==> src/sv/deq_pkg.sv <==
// ----------------------------------------------------------------------------
// deq_pkg
// Shared types and constants for the double-ended queue: operation codes,
// status codes, controller states and the per-cell control bundle.
// ----------------------------------------------------------------------------
package deq_pkg;

  // default configuration
  localparam int DEPTH_DEF      = 16;
  localparam int DATA_WIDTH_DEF = 32;

  // operation carried by each input item
  typedef enum logic [1:0] {
    MODE_PUSH_FRONT = 2'd0,
    MODE_PUSH_BACK  = 2'd1,
    MODE_POP_FRONT  = 2'd2,
    MODE_POP_BACK   = 2'd3
  } mode_t;

  // completion status of an operation
  typedef enum logic [1:0] {
    STATUS_OK    = 2'd0,
    STATUS_UNDER = 2'd1,
    STATUS_OVER  = 2'd2
  } status_t;

  // controller states
  typedef enum logic {
    ST_IDLE   = 1'b0,
    ST_GATHER = 1'b1
  } state_t;

  // operation strobes broadcast to every cell, already qualified by full/empty
  typedef struct packed {
    logic push_front;
    logic push_back;
    logic pop_front;
    logic pop_back;
  } deq_ctl_t;

endpackage

==> src/sv/deq_cell.sv <==
// ----------------------------------------------------------------------------
// deq_cell
// One slot of the shifting queue. Cells form a row with the front entry in
// cell zero; each cell trades its word with its neighbors on front operations
// and fills or empties itself at the boundary on back operations.
// ----------------------------------------------------------------------------
module deq_cell
  import deq_pkg::*;
#(
  parameter int DATA_WIDTH = DATA_WIDTH_DEF
) (
  input  logic                  clk,
  input  logic                  rst_n,
  input  deq_ctl_t              ctl,
  input  logic [DATA_WIDTH-1:0] push_value,
  input  logic [DATA_WIDTH-1:0] left_data,
  input  logic                  left_valid,
  input  logic [DATA_WIDTH-1:0] right_data,
  input  logic                  right_valid,
  output logic [DATA_WIDTH-1:0] data,
  output logic                  valid,
  output logic [DATA_WIDTH-1:0] back_word
);

  logic [DATA_WIDTH-1:0] data_r, data_nxt;
  logic                  valid_r, valid_nxt;
  logic                  is_last;

  // this cell holds the back entry
  assign is_last = valid_r && !right_valid;

  // next contents of the slot
  always_comb begin
    data_nxt  = data_r;
    valid_nxt = valid_r;
    if (ctl.push_front) begin
      data_nxt  = left_data;
      valid_nxt = left_valid;
    end else if (ctl.pop_front) begin
      data_nxt  = right_data;
      valid_nxt = right_valid;
    end else if (ctl.push_back) begin
      if (!valid_r && left_valid) begin
        data_nxt  = push_value;
        valid_nxt = 1'b1;
      end
    end else if (ctl.pop_back) begin
      if (is_last) begin
        valid_nxt = 1'b0;
      end
    end
  end

  // occupancy flag
  always_ff @(posedge clk) begin
    if (!rst_n) begin
      valid_r <= 1'b0;
    end else begin
      valid_r <= valid_nxt;
    end
  end

  // stored word
  always_ff @(posedge clk) begin
    data_r <= data_nxt;
  end

  assign data      = data_r;
  assign valid     = valid_r;
  assign back_word = is_last ? data_r : '0;

endmodule

==> src/sv/double_ended_queue.sv <==
// ----------------------------------------------------------------------------
// double_ended_queue
// Bounded deque of DEPTH words held in a row of shifting cells.
// ----------------------------------------------------------------------------
// Usage:
//   Input stream: in_tuser selects the operation (push front, push back,
//   pop front, pop back), in_tdata carries the word to push. Each item
//   produces exactly one result item on the output stream with the popped
//   word, the front and back words after the operation, the entry count,
//   an empty flag (all in out_tdata) and a status code in out_tuser.
//   A push into a full queue is dropped with overflow status; a pop of an
//   empty queue is refused with underflow status and zero popped word.
// Timing:
//   An accepted item updates the cell row in the same edge; the next cycle
//   gathers the back word from the cells and loads the output register.
//   in_tready stays low during the gather, so a new item is accepted only
//   after the back-word gather across the cell row for the last one is done.
// Reset:
//   rst_n empties the queue and drops any pending result.
// Backpressure:
//   The result register holds until taken; a new item is accepted while a
//   held result is being taken in the same cycle, otherwise in_tready stays
//   low until the output register is free.
// ----------------------------------------------------------------------------
module double_ended_queue
  import deq_pkg::*;
#(
  parameter int DEPTH      = DEPTH_DEF,
  parameter int DATA_WIDTH = DATA_WIDTH_DEF,
  localparam int CNT_W     = $clog2(DEPTH + 1),
  localparam int IN_W      = ((DATA_WIDTH + 7) / 8) * 8,
  localparam int OUT_BITS  = 3 * DATA_WIDTH + CNT_W + 1,
  localparam int OUT_W     = ((OUT_BITS + 7) / 8) * 8
) (
  input  logic             clk,
  input  logic             rst_n,
  input  logic             in_tvalid,
  output logic             in_tready,
  input  logic [IN_W-1:0]  in_tdata,   // value
  input  logic [1:0]       in_tuser,   // mode
  output logic             out_tvalid,
  input  logic             out_tready,
  output logic [OUT_W-1:0] out_tdata,  // popped_value, front_value, back_value,
                                       // entry_count, is_empty
  output logic [1:0]       out_tuser   // status
);

  localparam int PAD_W = OUT_W - OUT_BITS;

  state_t                state_r, state_nxt;
  logic                  in_acc;
  logic                  gather_en;
  mode_t                 in_mode;
  logic [DATA_WIDTH-1:0] in_value;
  logic                  full, empty;
  deq_ctl_t              ctl;

  logic [CNT_W-1:0]      count_r, count_nxt;
  logic [DATA_WIDTH-1:0] back_r;
  logic [DATA_WIDTH-1:0] popped_r, popped_nxt;
  status_t               status_r, status_nxt;

  logic                  out_tvalid_r;
  logic [DATA_WIDTH-1:0] out_popped_r, out_front_r, out_back_r;
  logic [CNT_W-1:0]      out_count_r;
  logic                  out_empty_r;
  status_t               out_status_r;

  logic [DATA_WIDTH-1:0] cell_data  [DEPTH];
  logic                  cell_valid [DEPTH];
  logic [DATA_WIDTH-1:0] cell_back  [DEPTH];
  logic [DATA_WIDTH-1:0] back_gather;

  assign in_mode  = mode_t'(in_tuser);
  assign in_value = in_tdata[DATA_WIDTH-1:0];
  assign in_acc   = in_tvalid && in_tready;

  assign full  = (count_r == CNT_W'(DEPTH));
  assign empty = (count_r == '0);

  // controller outputs
  always_comb begin
    in_tready = 1'b0;
    gather_en = 1'b0;
    case (state_r)
      ST_IDLE:   in_tready = !out_tvalid_r || out_tready;
      ST_GATHER: gather_en = 1'b1;
      default:   ;
    endcase
  end

  // controller next state
  always_comb begin
    state_nxt = state_r;
    case (state_r)
      ST_IDLE:   if (in_acc) state_nxt = ST_GATHER;
      ST_GATHER: state_nxt = ST_IDLE;
      default:   state_nxt = ST_IDLE;
    endcase
  end

  // qualified operation strobes for the cell row
  always_comb begin
    ctl.push_front = in_acc && (in_mode == MODE_PUSH_FRONT) && !full;
    ctl.push_back  = in_acc && (in_mode == MODE_PUSH_BACK)  && !full;
    ctl.pop_front  = in_acc && (in_mode == MODE_POP_FRONT)  && !empty;
    ctl.pop_back   = in_acc && (in_mode == MODE_POP_BACK)   && !empty;
  end

  // popped word, status and entry count for the accepted item
  always_comb begin
    popped_nxt = popped_r;
    status_nxt = status_r;
    count_nxt  = count_r;
    if (in_acc) begin
      popped_nxt = '0;
      status_nxt = STATUS_OK;
      case (in_mode)
        MODE_PUSH_FRONT, MODE_PUSH_BACK: begin
          if (full) status_nxt = STATUS_OVER;
          else      count_nxt  = count_r + 1'b1;
        end
        MODE_POP_FRONT: begin
          if (empty) begin
            status_nxt = STATUS_UNDER;
          end else begin
            popped_nxt = cell_data[0];
            count_nxt  = count_r - 1'b1;
          end
        end
        MODE_POP_BACK: begin
          if (empty) begin
            status_nxt = STATUS_UNDER;
          end else begin
            popped_nxt = back_r;
            count_nxt  = count_r - 1'b1;
          end
        end
        default: ;
      endcase
    end
  end

  // row of cells, front entry in cell zero
  for (genvar i = 0; i < DEPTH; i++) begin : g_cell
    logic [DATA_WIDTH-1:0] left_data, right_data;
    logic                  left_valid, right_valid;

    if (i == 0) begin : g_head
      assign left_data  = in_value;
      assign left_valid = 1'b1;
    end else begin : g_mid_l
      assign left_data  = cell_data[i-1];
      assign left_valid = cell_valid[i-1];
    end

    if (i == DEPTH - 1) begin : g_tail
      assign right_data  = '0;
      assign right_valid = 1'b0;
    end else begin : g_mid_r
      assign right_data  = cell_data[i+1];
      assign right_valid = cell_valid[i+1];
    end

    deq_cell #(
      .DATA_WIDTH (DATA_WIDTH)
    ) u_cell (
      .clk         (clk),
      .rst_n       (rst_n),
      .ctl         (ctl),
      .push_value  (in_value),
      .left_data   (left_data),
      .left_valid  (left_valid),
      .right_data  (right_data),
      .right_valid (right_valid),
      .data        (cell_data[i]),
      .valid       (cell_valid[i]),
      .back_word   (cell_back[i])
    );
  end

  // only the last occupied cell drives a nonzero back word
  always_comb begin
    back_gather = '0;
    for (int i = 0; i < DEPTH; i++) begin
      back_gather = back_gather | cell_back[i];
    end
  end

  // control registers
  always_ff @(posedge clk) begin
    if (!rst_n) begin
      state_r      <= ST_IDLE;
      count_r      <= '0;
      back_r       <= '0;
      out_tvalid_r <= 1'b0;
    end else begin
      state_r <= state_nxt;
      count_r <= count_nxt;
      if (gather_en) begin
        back_r       <= back_gather;
        out_tvalid_r <= 1'b1;
      end else if (out_tready) begin
        out_tvalid_r <= 1'b0;
      end
    end
  end

  // per-item payload and result register
  always_ff @(posedge clk) begin
    popped_r <= popped_nxt;
    status_r <= status_nxt;
    if (gather_en) begin
      out_popped_r <= popped_r;
      out_front_r  <= cell_valid[0] ? cell_data[0] : '0;
      out_back_r   <= back_gather;
      out_count_r  <= count_r;
      out_empty_r  <= (count_r == '0);
      out_status_r <= status_r;
    end
  end

  assign out_tvalid = out_tvalid_r;
  assign out_tuser  = out_status_r;
  if (PAD_W > 0) begin : g_pad
    assign out_tdata = {{PAD_W{1'b0}}, out_empty_r, out_count_r,
                        out_back_r, out_front_r, out_popped_r};
  end else begin : g_nopad
    assign out_tdata = {out_empty_r, out_count_r, out_back_r, out_front_r, out_popped_r};
  end

endmodule

==> config.mk <==
export PLATFORM = sky130hd
export DESIGN_NAME = double_ended_queue
export DESIGN_NICKNAME = d
export VERILOG_FILES = /design/src/sv/deq_pkg.sv /design/src/sv/deq_cell.sv /design/src/sv/double_ended_queue.sv
export SDC_FILE = /design/constraint.sdc
export NUM_CORES = 1
export LEC_CHECK = 0
export ABC_CLOCK_PERIOD_IN_PS = 11370
export BUFFER_PORTS_ARGS = -buffer_cell sky130_fd_sc_hd__buf_2
export CAP_MARGIN = 20
export CELL_PAD_IN_SITES_DETAIL_PLACEMENT = 2
export CELL_PAD_IN_SITES_GLOBAL_PLACEMENT = 2
export CORE_UTILIZATION = 40
export DETAILED_ROUTE_END_ITERATION = 8
export PLACE_DENSITY = 0.75
export SETUP_SLACK_MARGIN = 0.02
export SYNTH_ARGS = -nofsm -noshare
export SYNTH_HDL_FRONTEND = slang
export SYNTH_HIERARCHICAL = 1
export SYNTH_SLANG_ARGS = --single-unit
==> constraint.sdc <==
create_clock -name clk -period 11.37 [get_ports clk]
set_clock_uncertainty 0.15 [all_clocks]
set_input_delay 1.7055 -clock clk [delete_from_list [all_inputs] [get_ports clk]]
set_output_delay 1.7055 -clock clk [all_outputs]
set_load 0.05 [all_outputs]
### Word level (Yosys, flattened, before mapping)

Index checks and enable logic that the tools add are counted.

| cells by class | value |
|---|---|
| add/sub/neg operators | 2 |
| equality and inequality tests | 22 |
| muxes and demuxes | 189 |
| bitwise logic cells | 16 |
| reduce and logical (&&, ||, !) cells | 113 |

Operators with widths:

| operator | number |
|---|---|
| 32-bit two-way mux | 82 |
| 32-bit OR | 15 |
| 1-bit two-way mux | 100 |
| 32-bit case mux with 2 select lines | 1 |
| 4-bit nonzero test | 16 |
| 4-bit by 2-bit inequality test with 1-bit output (second input constant) | 15 |
| 3-bit nonzero test | 16 |
| 3-bit AND reduction | 15 |
| 2-bit AND reduction | 18 |
| 1-bit logical AND | 24 |
| 1-bit zero test | 18 |
| 5-bit two-way mux | 2 |
| 5-bit case mux with 2 select lines | 1 |
| 5-bit by 1-bit adder with 5-bit output (second input constant) | 1 |
| 5-bit equality test (second input constant) | 1 |
| 5-bit zero test | 1 |
| 5-bit by 1-bit subtractor with 5-bit output (second input constant) | 1 |
| 2-bit equality test (second input constant) | 2 |
| 2-bit inequality test (second input constant) | 2 |
| 2-bit case mux with 2 select lines | 1 |
| 2-bit OR reduction | 2 |
| 3-bit inequality test (second input constant) | 1 |
| 2-bit by 1-bit equality test with 1-bit output (second input constant) | 1 |
| 2-bit zero test | 1 |
| 5 further kinds | 5 |

| word-level totals | value |
|---|---|
| bits in registers | 705 |
| input port bits | 38 |

### Depth between registers and ports, before layout

Gate-level depths: netlist of run 1.

| depth | value |
|---|---|
| depth in word-level cells | 18 |
| mapped depth | 9 |
| gate-level depth less buffers | 8 |

### Hierarchy

The synthesis of run 1 kept the hierarchy.

By module, submodules not included:

| module | instances | cells each | area each (um2) | sequential area each (um2) |
|---|---|---|---|---|
| deq_cell | 16 | 186 | 1960.6 | 980.9 |
| double_ended_queue | 1 | 607 | 7454.6 | 4924.7 |

### Least setup slack after synthesis of run 1

No wires, ideal clock.

| path | value |
|---|---|
| kind | input-to-reg |
| start | input in_tuser[0] |
| end | register g_cell[0].u_cell.data_r[0], enable pin |
| setup time | 0.466 ns |
| arrival time | 8.298 ns |
| data required time | 10.754 ns |
| path slack | 2.456 ns |
| cell stages on the path | 6 |
| path buffers | 3 |
| cell sequence | clkbuf_1 -> buf_2 -> nor4b_1 -> buf_2 -> nor2_1 -> o21ai_0 |

RTL lines:

| element | RTL line | source |
|---|---|---|
| start, declared | double_ended_queue.sv:40 | `input logic [1:0] in_tuser,` |
| end signal, assigned | deq_cell.sv:65 | `data_r <= data_nxt;` |
| end, declared | deq_cell.sv:25 | `logic [DATA_WIDTH-1:0] data_r, data_nxt;` |

==> results of run 1 <==
[through the flow]
step                      setup WS, ps  cell area (um^2)  cells  utilization (%)  hold WS [ps]
after detailed placement          5060             40300   4833             42.2           256
final                             5810             43000   4989             45.0           268
after global placement            5260             40300   4833             42.2           254
after floorplan                   2460             39000   3620                -           250
after CTS                         5630             42900   4982             44.9           270
after global routing              5540             43000   4986             45.0           274
[logic make-up (layout without fill, tap and decap cells)]
logic type	after synthesis	after routing
fa+ha+maj	4	4
compound gates	570	570
other cells	2	43
simple gates	1468	1468
xor+xnor	4	4
flops	705	705
mux	576	576
buf+inv	254	354
[registers in the layout, summed over array words and instances (netlist names)]
signal / cells
state_r: 1
out_back_r: 32
out_count_r: 5
count_r: 5
popped_r: 32
out_tvalid: 1
status_r: 2
back_r: 32
out_popped_r: 32
out_front_r: 32
g_cell.u_cell/valid: 16
g_cell.u_cell/data: 512
out_tuser: 2
out_empty_r: 1
[per-layer routing]
layer	vias to the layer above	GRT usage (%)	wire length (um)
met3	206	3.51	7020
li1	13000	-	-
met5	-	0	13
met1	14800	37.1	60500
met2	801	44.9	64100
met4	2	6.88	3070
[final cells by class]
class,instances,area (um^2),share of cell area [%]
sequential,705,20600,48.0
multi-input combinational,2661,16900,39.4
clock buffer,121,2380,5.55
tap,1265,1580,3.68
timing repair buffer,202,1260,2.92
clock inverter,28,175,0.408
inverter,3,11.3,0.0262
antenna,4,10.0,0.0233
[report_power, final]
group	internal, W	switching [W]
Clock	0.00149	0.00110
Combinational	0.000301	0.000725
Sequential	0.00312	0.000159
Total	0.00491	0.00198
[how the worst min path moves through the flow]
stage          slack, ps                to    startpoint
2_1_floorplan        250   out_popped_r[0]   popped_r[0]
3_3_place_gp         250   out_popped_r[3]   popped_r[3]
3_5_place_dp         260   out_popped_r[0]   popped_r[0]
4_1_cts              270   out_popped_r[0]   popped_r[0]
5_1_grt              270  out_popped_r[31]  popped_r[31]
6_report             270  out_popped_r[31]  popped_r[31]
[cell usage in the layout (no fill, tap or decap), types with 53 or more instances in the layout]
| cell type | instances |
|---|---|
| edfxtp_1 | 650 |
| mux2i_1 | 560 |
| nand2_1 | 550 |
| and2_1 | 546 |
| o21ai_1 | 480 |
| buf_2 | 143 |
| nor4_1 | 129 |
| nor2_1 | 120 |
| clkbuf_16 | 86 |
| dfxtp_1 | 54 |
| buf_4 | 53 |
==> results.toml, run 1 <==
[worst_setup_path]
crit_arrival_ps = 5750
cp.depth = 8
worst_setup_path_end_kind = "flip-flop"
r2r_cells = 8
r2r_start = "state_r"
cpPeakStageDelay_ps = 910
crit_top_cell = "buf_4"
cp.required_ps = 11560
crit_type = "flip-flop to flip-flop"
startpoint = "state_r"
path_buf_inv = 4
worstReg2RegEnd = "g_cell[3].u_cell/data[20]"
start_kind = "flip-flop"
cpLargestDelayFamily = "buffers and inverters"
worstPathMaxFanout = 61
rrSetupSlack_ps = 5810
slowest_stage = "buf_4"
crit_path_end = "g_cell[3].u_cell/data[20]"
path_cells = "inv_2, nand3_1, nor3_2, buf_4, buf_4, buf_4, mux2i_1, o21ai_1"

[min_path]
min_path_type = "flip-flop to flip-flop"
worstHoldPathCells = 0

[yosys]
async_flop_share_pct = 0
synth_seq_cells = 705
synthTopCellsByArea = "edfxtp_1 50%, mux2i_1 14%, and2_1 8.8%, o21ai_1 6.2%, nand2_1 5.3%"
yosysWarnings = 6
synth_fa_ha_area_share_pct = 0.148
synth_top_family_by_area = "simple AND/OR/NAND/NOR gates"
ys_types = 42
ys_top_cells_by_count = "650 x edfxtp_1, 560 x mux2i_1, 550 x nand2_1"
synth_area_per_cell_um2 = 10.8
synthFlopType = "edfxtp_1"
synth_cells = 3583
synth_top_cell_by_area = "edfxtp_1"
synth_xor_xnor_area_share_pct = 0.139
synth_top_area_share_pct = 50.3
synth_area_um2 = 38800
synthSimpleGateAreaFrac_pct = 19.5
yosysMostFrequentCell = "edfxtp_1"
synth-compound-area-share_pct = 7.81
synthMuxAreaShare_pct = 15.1
synth_seq_area_share_pct = 53.1
synth_edf_count = 650

[floorplanning]
die_w_um = 314
die_y_um = 314
core_um2 = 95600
num_rows = 113
ios = 146
die-area_um2 = 98300
initial_utilization_pct = 40.6

[drt]
drt-wirelength-per-cell_um = 27.0
detail-route-antenna-nets = 0
viasPerCell = 5.77
drt_iter0_markers = 2502
wl_um = 135000
vias = 28800
dr.pass1.iters = 5
drc = 0

[job]
cap_violations = 0

[power]
cellLeakagePower_nw = 13.9
total_power_w = 0.00690
ir_worst_vdd_mv = 0.0863
p_per_area_nw_per_um2 = 160

[clock_network]
htreeDepth = 3
clock_sinks = 705
clock_path_buffers = 3
post_cts_resized = 0
cts_hold_buf = 0
root_buffer = "clkbuf_16"
clk_latency_ps = 640
postCtsSetupBuffers = 0
cts_tree = "yes"
clk_pin_slew_ps = 60
cts_made_buffers = 82

[timing]
timing_worst_slew_pin_value_ps = 1210
slew_headroom_pct = 19.5
fin_setup_tns_ps = 0
finalHoldViolCount = 0
min_period_over_period_pct = 48.9
period_needed_ps = 5560
max_freq_mhz = 180
slew_violations = 0
final-setup-viol-count = 0
grt_setup_unrepaired = "false"

[placed_design]
place.gp.congestion = 0.802
dp_hpwl_um = 83600
port_buffers = 143

[global_routing]
grt_overflow = 0
grt_max_degree = 256
grt_pass1_wl_um = 200000
grt_usage_pct = 27.0
grt_pass1_vias = 30600
antenna_found_initial = 22

[outcome]
status = "finished, final reports clean"

[final_layout]
syn2layout_area_growth_pct = 10.7
finalNetCount = 3697
final_layout_size_suffix_gt1_share_pct = 10.2
nFillCells = 9858
Power figures use the tool's default switching activity.
==> run 2: changes to the inputs <==
ABC_AREA = 1   (was default)
ABC_CLOCK_PERIOD_IN_PS = 5400   (was 11370)
CORE_UTILIZATION = 38   (was 40)
PLACE_DENSITY = 0.79   (was 0.75)
clock period = 5.4 ns   (was 11.37 ns; I/O delays follow)
==> results.toml, run 2 <==
[global_routing]
grt_max_degree = 101
grt_overflow = 0
grt_usage_pct = 29.8
grt_pass1_vias = 40800
antenna_found_initial = 10
grt_pass1_wl_um = 245000

[yosys]
yosysWarnings = 6
synth_seq_cells = 705
yosysMostFrequentCell = "nor2_1"
synth_cells = 5111
ys_types = 33
synth_area_per_cell_um2 = 7.81
synth_area_um2 = 39900
synthFlopType = "edfxtp_1"
synth_top_cell_by_area = "edfxtp_1"
synthTopCellsByArea = "edfxtp_1 49%, a21oi_1 14%, nor2_1 12%, inv_1 6.4%, nand2_1 6.2%"
async_flop_share_pct = 0
synth_top_area_share_pct = 48.9
synth_seq_area_share_pct = 51.7
ys_top_cells_by_count = "1,320 x nor2_1, 1,077 x a21oi_1, 684 x inv_1"
synth_edf_count = 650

[drt]
vias = 36700
viasPerCell = 5.57
wl_um = 161000
dr.pass1.iters = 5
detail-route-antenna-nets = 0
drc = 0
drt-wirelength-per-cell_um = 24.4
drt_iter0_markers = 1994

[floorplanning]
core_um2 = 104000
initial_utilization_pct = 38.4
ios = 146
die-area_um2 = 106000
die_y_um = 326
num_rows = 118
die_w_um = 326

[worst_setup_path]
path_cells = "inv_2, nand2_2, nor2_4, inv_1, nor4_4, buf_12, inv_2, or2_0, nand2_1, nand3_1, nand2_1, nor2_1"
worstReg2RegEnd = "g_cell[14].u_cell/valid"
cpPeakStageDelay_ps = 800
worst_setup_path_end_kind = "flip-flop"
worstPathMaxFanout = 55
startpoint = "state_r"
crit_type = "flip-flop to flip-flop"
path_buf_inv = 4
crit_path_end = "g_cell[14].u_cell/valid"
rrSetupSlack_ps = 1880
start_kind = "flip-flop"
slowest_stage = "nor4_4"
r2r_start = "state_r"
crit_arrival_ps = 3960
cp.required_ps = 5830
cpLargestDelayFamily = "simple AND/OR/NAND/NOR gates"
cp.depth = 12
r2r_cells = 12

[placed_design]
dp_hpwl_um = 112000
port_buffers = 143
place.gp.congestion = 0.802

[power]
ir_worst_vdd_mv = 0.269
p_per_area_nw_per_um2 = 364
cellLeakagePower_nw = 19.5

[outcome]
status = "finished, final reports clean"

[clock_network]
clock_sinks = 705
clk_latency_ps = 700
postCtsSetupBuffers = 0
post_cts_resized = 0
cts_hold_buf = 0
root_buffer = "clkbuf_16"
clk_pin_slew_ps = 60
htreeDepth = 3
cts_tree = "yes"
cts_made_buffers = 84
clock_path_buffers = 3

[timing]
holdWs_ps = 274
finalHoldViolCount = 0
final-setup-viol-count = 0
fin_setup_tns_ps = 0
max_freq_mhz = 284
timing_worst_slew_pin_value_ps = 1060
slew_violations = 0
period_needed_ps = 3520
min_period_over_period_pct = 65.2
grt_setup_unrepaired = "false"
slew_headroom_pct = 29.3

[final_layout]
syn2layout_area_growth_pct = 11.3
layout_common_cells = "1,319 x nor2_1, 1,077 x a21oi_1, 684 x inv_1"
postLayoutCoreUtil_pct = 42.8
final_common_cell = "nor2_1"
nFillCells = 12000
largest_reg_flops = 512
final_layout_size_suffix_gt1_share_pct = 8.56
diodes = 0
multi_input_area_um2 = 15100
finalNetCount = 5184
layout.area.seq_um2 = 20600

[job]
cap_violations = 0

[min_path]
min_path_type = "flip-flop to flip-flop"
-- run 2: changes by cell type in the layout (fill, tap and decap cells not counted), moves of 111 or more --
| cell | change |
|---|---|
| o21ai_1 | -471 |
| nor2_1 | +1199 |
| and2_1 | -546 |
| nor4_1 | -129 |
| nand3_1 | +111 |
| inv_1 | +682 |
| a21oi_1 | +1073 |
| mux2i_1 | -560 |
-- run 2: worst min-delay path by stage --
| stage | startpoint | end | cells after the start |
|---|---|---|---|
| after global routing | popped_r[16] | out_popped_r[16] | 0 |
| after floorplan | popped_r[0] | out_popped_r[0] | 0 |
| after CTS | popped_r[10] | out_popped_r[10] | 0 |
| after global placement | popped_r[15] | out_popped_r[15] | 0 |
| final | popped_r[10] | out_popped_r[10] | 0 |
| after detailed placement | popped_r[10] | out_popped_r[10] | 0 |
-- run 2: stage by stage --
stage	cells	worst slack [ps]	instance area, um^2	power [W]
floorplan	5147	680	40100	0.00898
global placement	6434	1560	41600	0.0102
detailed placement	6434	1610	41600	0.0104
CTS	6587	1930	44400	0.0163
global route	6589	1730	44400	0.0167
finish	6589	1880	44400	0.0162
-- run 2: area by class of cell --
class                   instances  share of cell area [%]
multi-input cells            3422                    34.1
flip-flops and latches        705                    46.4
well taps                    1380                    3.89
inverters                     721                    6.18
clock buffers                 105                    5.07
repair buffers                208                    3.16
clock inverters                48                    1.17
-- run 2: worst register-to-register path: cells and delay by family (launching register included) --
| family | cells | cell delay (ps) |
|---|---|---|
| simple gates | 8 | 1610 |
| buf+inv | 4 | 1180 |
| flops | 1 | 460 |
-- run 2: where the power goes --
part           internal [W]  switching, W  total (W)
clock network       0.00333       0.00256    0.00588
logic              0.000826       0.00244    0.00327
registers           0.00664      0.000389    0.00703
-- run 2: cells by family after synthesis --
family | count (synthesis) | share of synthesized area [%]
AND/OR/NAND/NOR | 2219 | 22.1
buffers and inverters | 1020 | 11.3
adder cells (fa/ha/maj) | 4 | 0.144
flip-flops | 705 | 51.7
XOR/XNOR | 3 | 0.0659
AO/OA/AOI/OAI | 1158 | 14.7
other | 2 | 0.0188
-- run 2: per-layer routing --
metal	vias up	wire, um	track usage, %
met5	-	33	0
met4	4	6760	12.1
met3	308	5570	3.44
met2	792	82300	53.9
met1	19000	65800	35.8
li1	16600	-	-
==> run 3: changes to the inputs <==
ABC_AREA = 0   (was 1)
ABC_CLOCK_PERIOD_IN_PS = 3100   (was 5400)
PLACE_DENSITY = 0.74   (was 0.79)
clock period = 3.1 ns   (was 5.4 ns; I/O delays follow)
==> results.toml, run 3 (synthesis results as in run 1) <==
[outcome]
status = "finished, final reports clean"

[floorplanning]
num_rows = 116
ios = 146
die_w_um = 322
die-area_um2 = 103000
initial_utilization_pct = 38.5
die_y_um = 322
core_um2 = 101000

[timing]
setup_ws_ps = 201
final-setup-viol-count = 0
slew_violations = 0
fin_setup_tns_ps = 0
max_freq_mhz = 345
timing_worst_slew_pin_value_ps = 1060
period_needed_ps = 2900
slew_headroom_pct = 29.1
grt_setup_unrepaired = "false"
finalHoldViolCount = 0
min_period_over_period_pct = 93.5

[global_routing]
grt_overflow = 0
grt_usage_pct = 26.7
grt_pass1_wl_um = 208000
antenna_found_initial = 23
grt_max_degree = 82
grt_pass1_vias = 31600

[placed_design]
place.gp.congestion = 0.799
dp_hpwl_um = 92900
post-place-ws_ps = 322
placed_cell_area_um2 = 42400
port_buffers = 143

[power]
power.internal_w = 0.0193
p_switching_w = 0.00762
p_per_area_nw_per_um2 = 594
ir_worst_vdd_mv = 0.348
p_sw_share_pct = 28.3
p_seq_share_pct = 44.6
total_power_w = 0.0269
cellLeakagePower_nw = 15.0
combPwrFrac_pct = 15.7
clkPwrFrac_pct = 39.7

[worst_setup_path]
crit_arrival_ps = 3290
crit_type = "flip-flop to flip-flop"
slowest_stage = "and2b_1"
worstPathMaxFanout = 12
start_kind = "flip-flop"
path_cells = "and2b_1, and2_1, nor4_1, nand4_1, nor2_1, nor3_1"
cp.required_ps = 3490
worst_setup_path_end_kind = "flip-flop"
path_buf_inv = 0
cpLargestDelayFamily = "simple AND/OR/NAND/NOR gates"
cpPeakStageDelay_ps = 590

[clock_network]
cts_tree = "yes"
cts_made_buffers = 85
postCtsSetupBuffers = 0
root_buffer = "clkbuf_16"
htreeDepth = 3
clk_latency_ps = 670
clock_sinks = 705
clock_path_buffers = 3
clk_pin_slew_ps = 60

[final_layout]
final_common_cell = "edfxtp_1"
postLayoutCoreUtil_pct = 45.1
syn2layout_area_growth_pct = 16.9
layout.area.seq_um2 = 20600
multi_input_area_um2 = 17000
final_layout_size_suffix_gt1_share_pct = 14.4
largest_reg_flops = 512
finalNetCount = 3847
layout_common_cells = "650 x edfxtp_1, 560 x mux2i_1, 546 x and2_1"
nFillCells = 10400
fin_area_um2 = 45400

[drt]
vias = 29700
drt-wirelength-per-cell_um = 26.6
drc = 0
drt_iter0_markers = 2401
wl_um = 139000
dr.pass1.iters = 5
viasPerCell = 5.68
detail-route-antenna-nets = 0

[job]
cap_violations = 0

[min_path]
min_path_type = "primary input to flip-flop"
-- run 3: changes by cell type in the layout (fill, tap and decap cells not counted), moves of 52 or more --
cell / delta
and2_1: +546
nand3_1: -112
nor2_1: -1199
buf_4: +88
mux2i_1: +560
inv_1: -683
nor4_1: +129
buf_12: +52
o21ai_1: +471
a21oi_1: -1073
nand2_1: -119
-- run 3: power groups by stage --
stage | Combinational (W) | Sequential (W) | Clock [W]
final | 0.00423 | 0.0120 | 0.0107
after floorplan | 0.00224 | 0.0122 | 0
after CTS | 0.00421 | 0.0120 | 0.0109
after global placement | 0.00399 | 0.0122 | 0
after global routing | 0.00447 | 0.0121 | 0.0112
after detailed placement | 0.00416 | 0.0122 | 0
-- run 3: worst reg2reg max path: stages, from the launching register on --
cell and delay [ps]:
dfxtp_1 420, and2b_1 590, and2_1 360, nor4_1 350
nand4_1 480, nor2_1 320, nor3_1 100
-- run 3: metrics by stage --
step                instances  hold slack [ps]
global placement         5074              251
floorplan                3620              250
finish                   5233              109
global route             5231              119
detailed placement       5074              260
CTS                      5231             70.6
-- run 3: what timing repair did --
item	4_1_cts	5_1_grt
hold buffers	1	0
endpoints found under the hold margin	1	0
gates resized for setup	0	0
endpoints found under the setup margin	0	0
-- run 3: layer usage --
layer  global-route usage [%]  part of all wire [%]
met5                        0                 0.017
met4                     6.36                   1.8
met3                     3.36                   5.0
met2                     43.8                    47
met1                     37.4                    46
-- run 3: worst paths after layout --
kind | from | to | slack, ps | cells past startpoint
setup / recovery | g_cell[5].u_cell/valid | back_r[16] | 200 | 6
hold / removal | in_tuser[1] | status_r[0] | 110 | 2
setup reg to reg | g_cell[5].u_cell/valid | back_r[16] | 200 | 6
hold reg to reg | popped_r[5] | out_popped_r[5] | 270 | 0
-- run 3: layout make-up --
type	count	share of cell area [%]
Tap cell	1357	3.74
Multi-Input combinational cell	2661	37.4
Antenna cell	2	0.0110
Timing Repair Buffer	349	6.86
Inverter	3	0.0496
Sequential cell	705	45.4
Clock buffer	121	5.41
Clock inverter	35	1.06
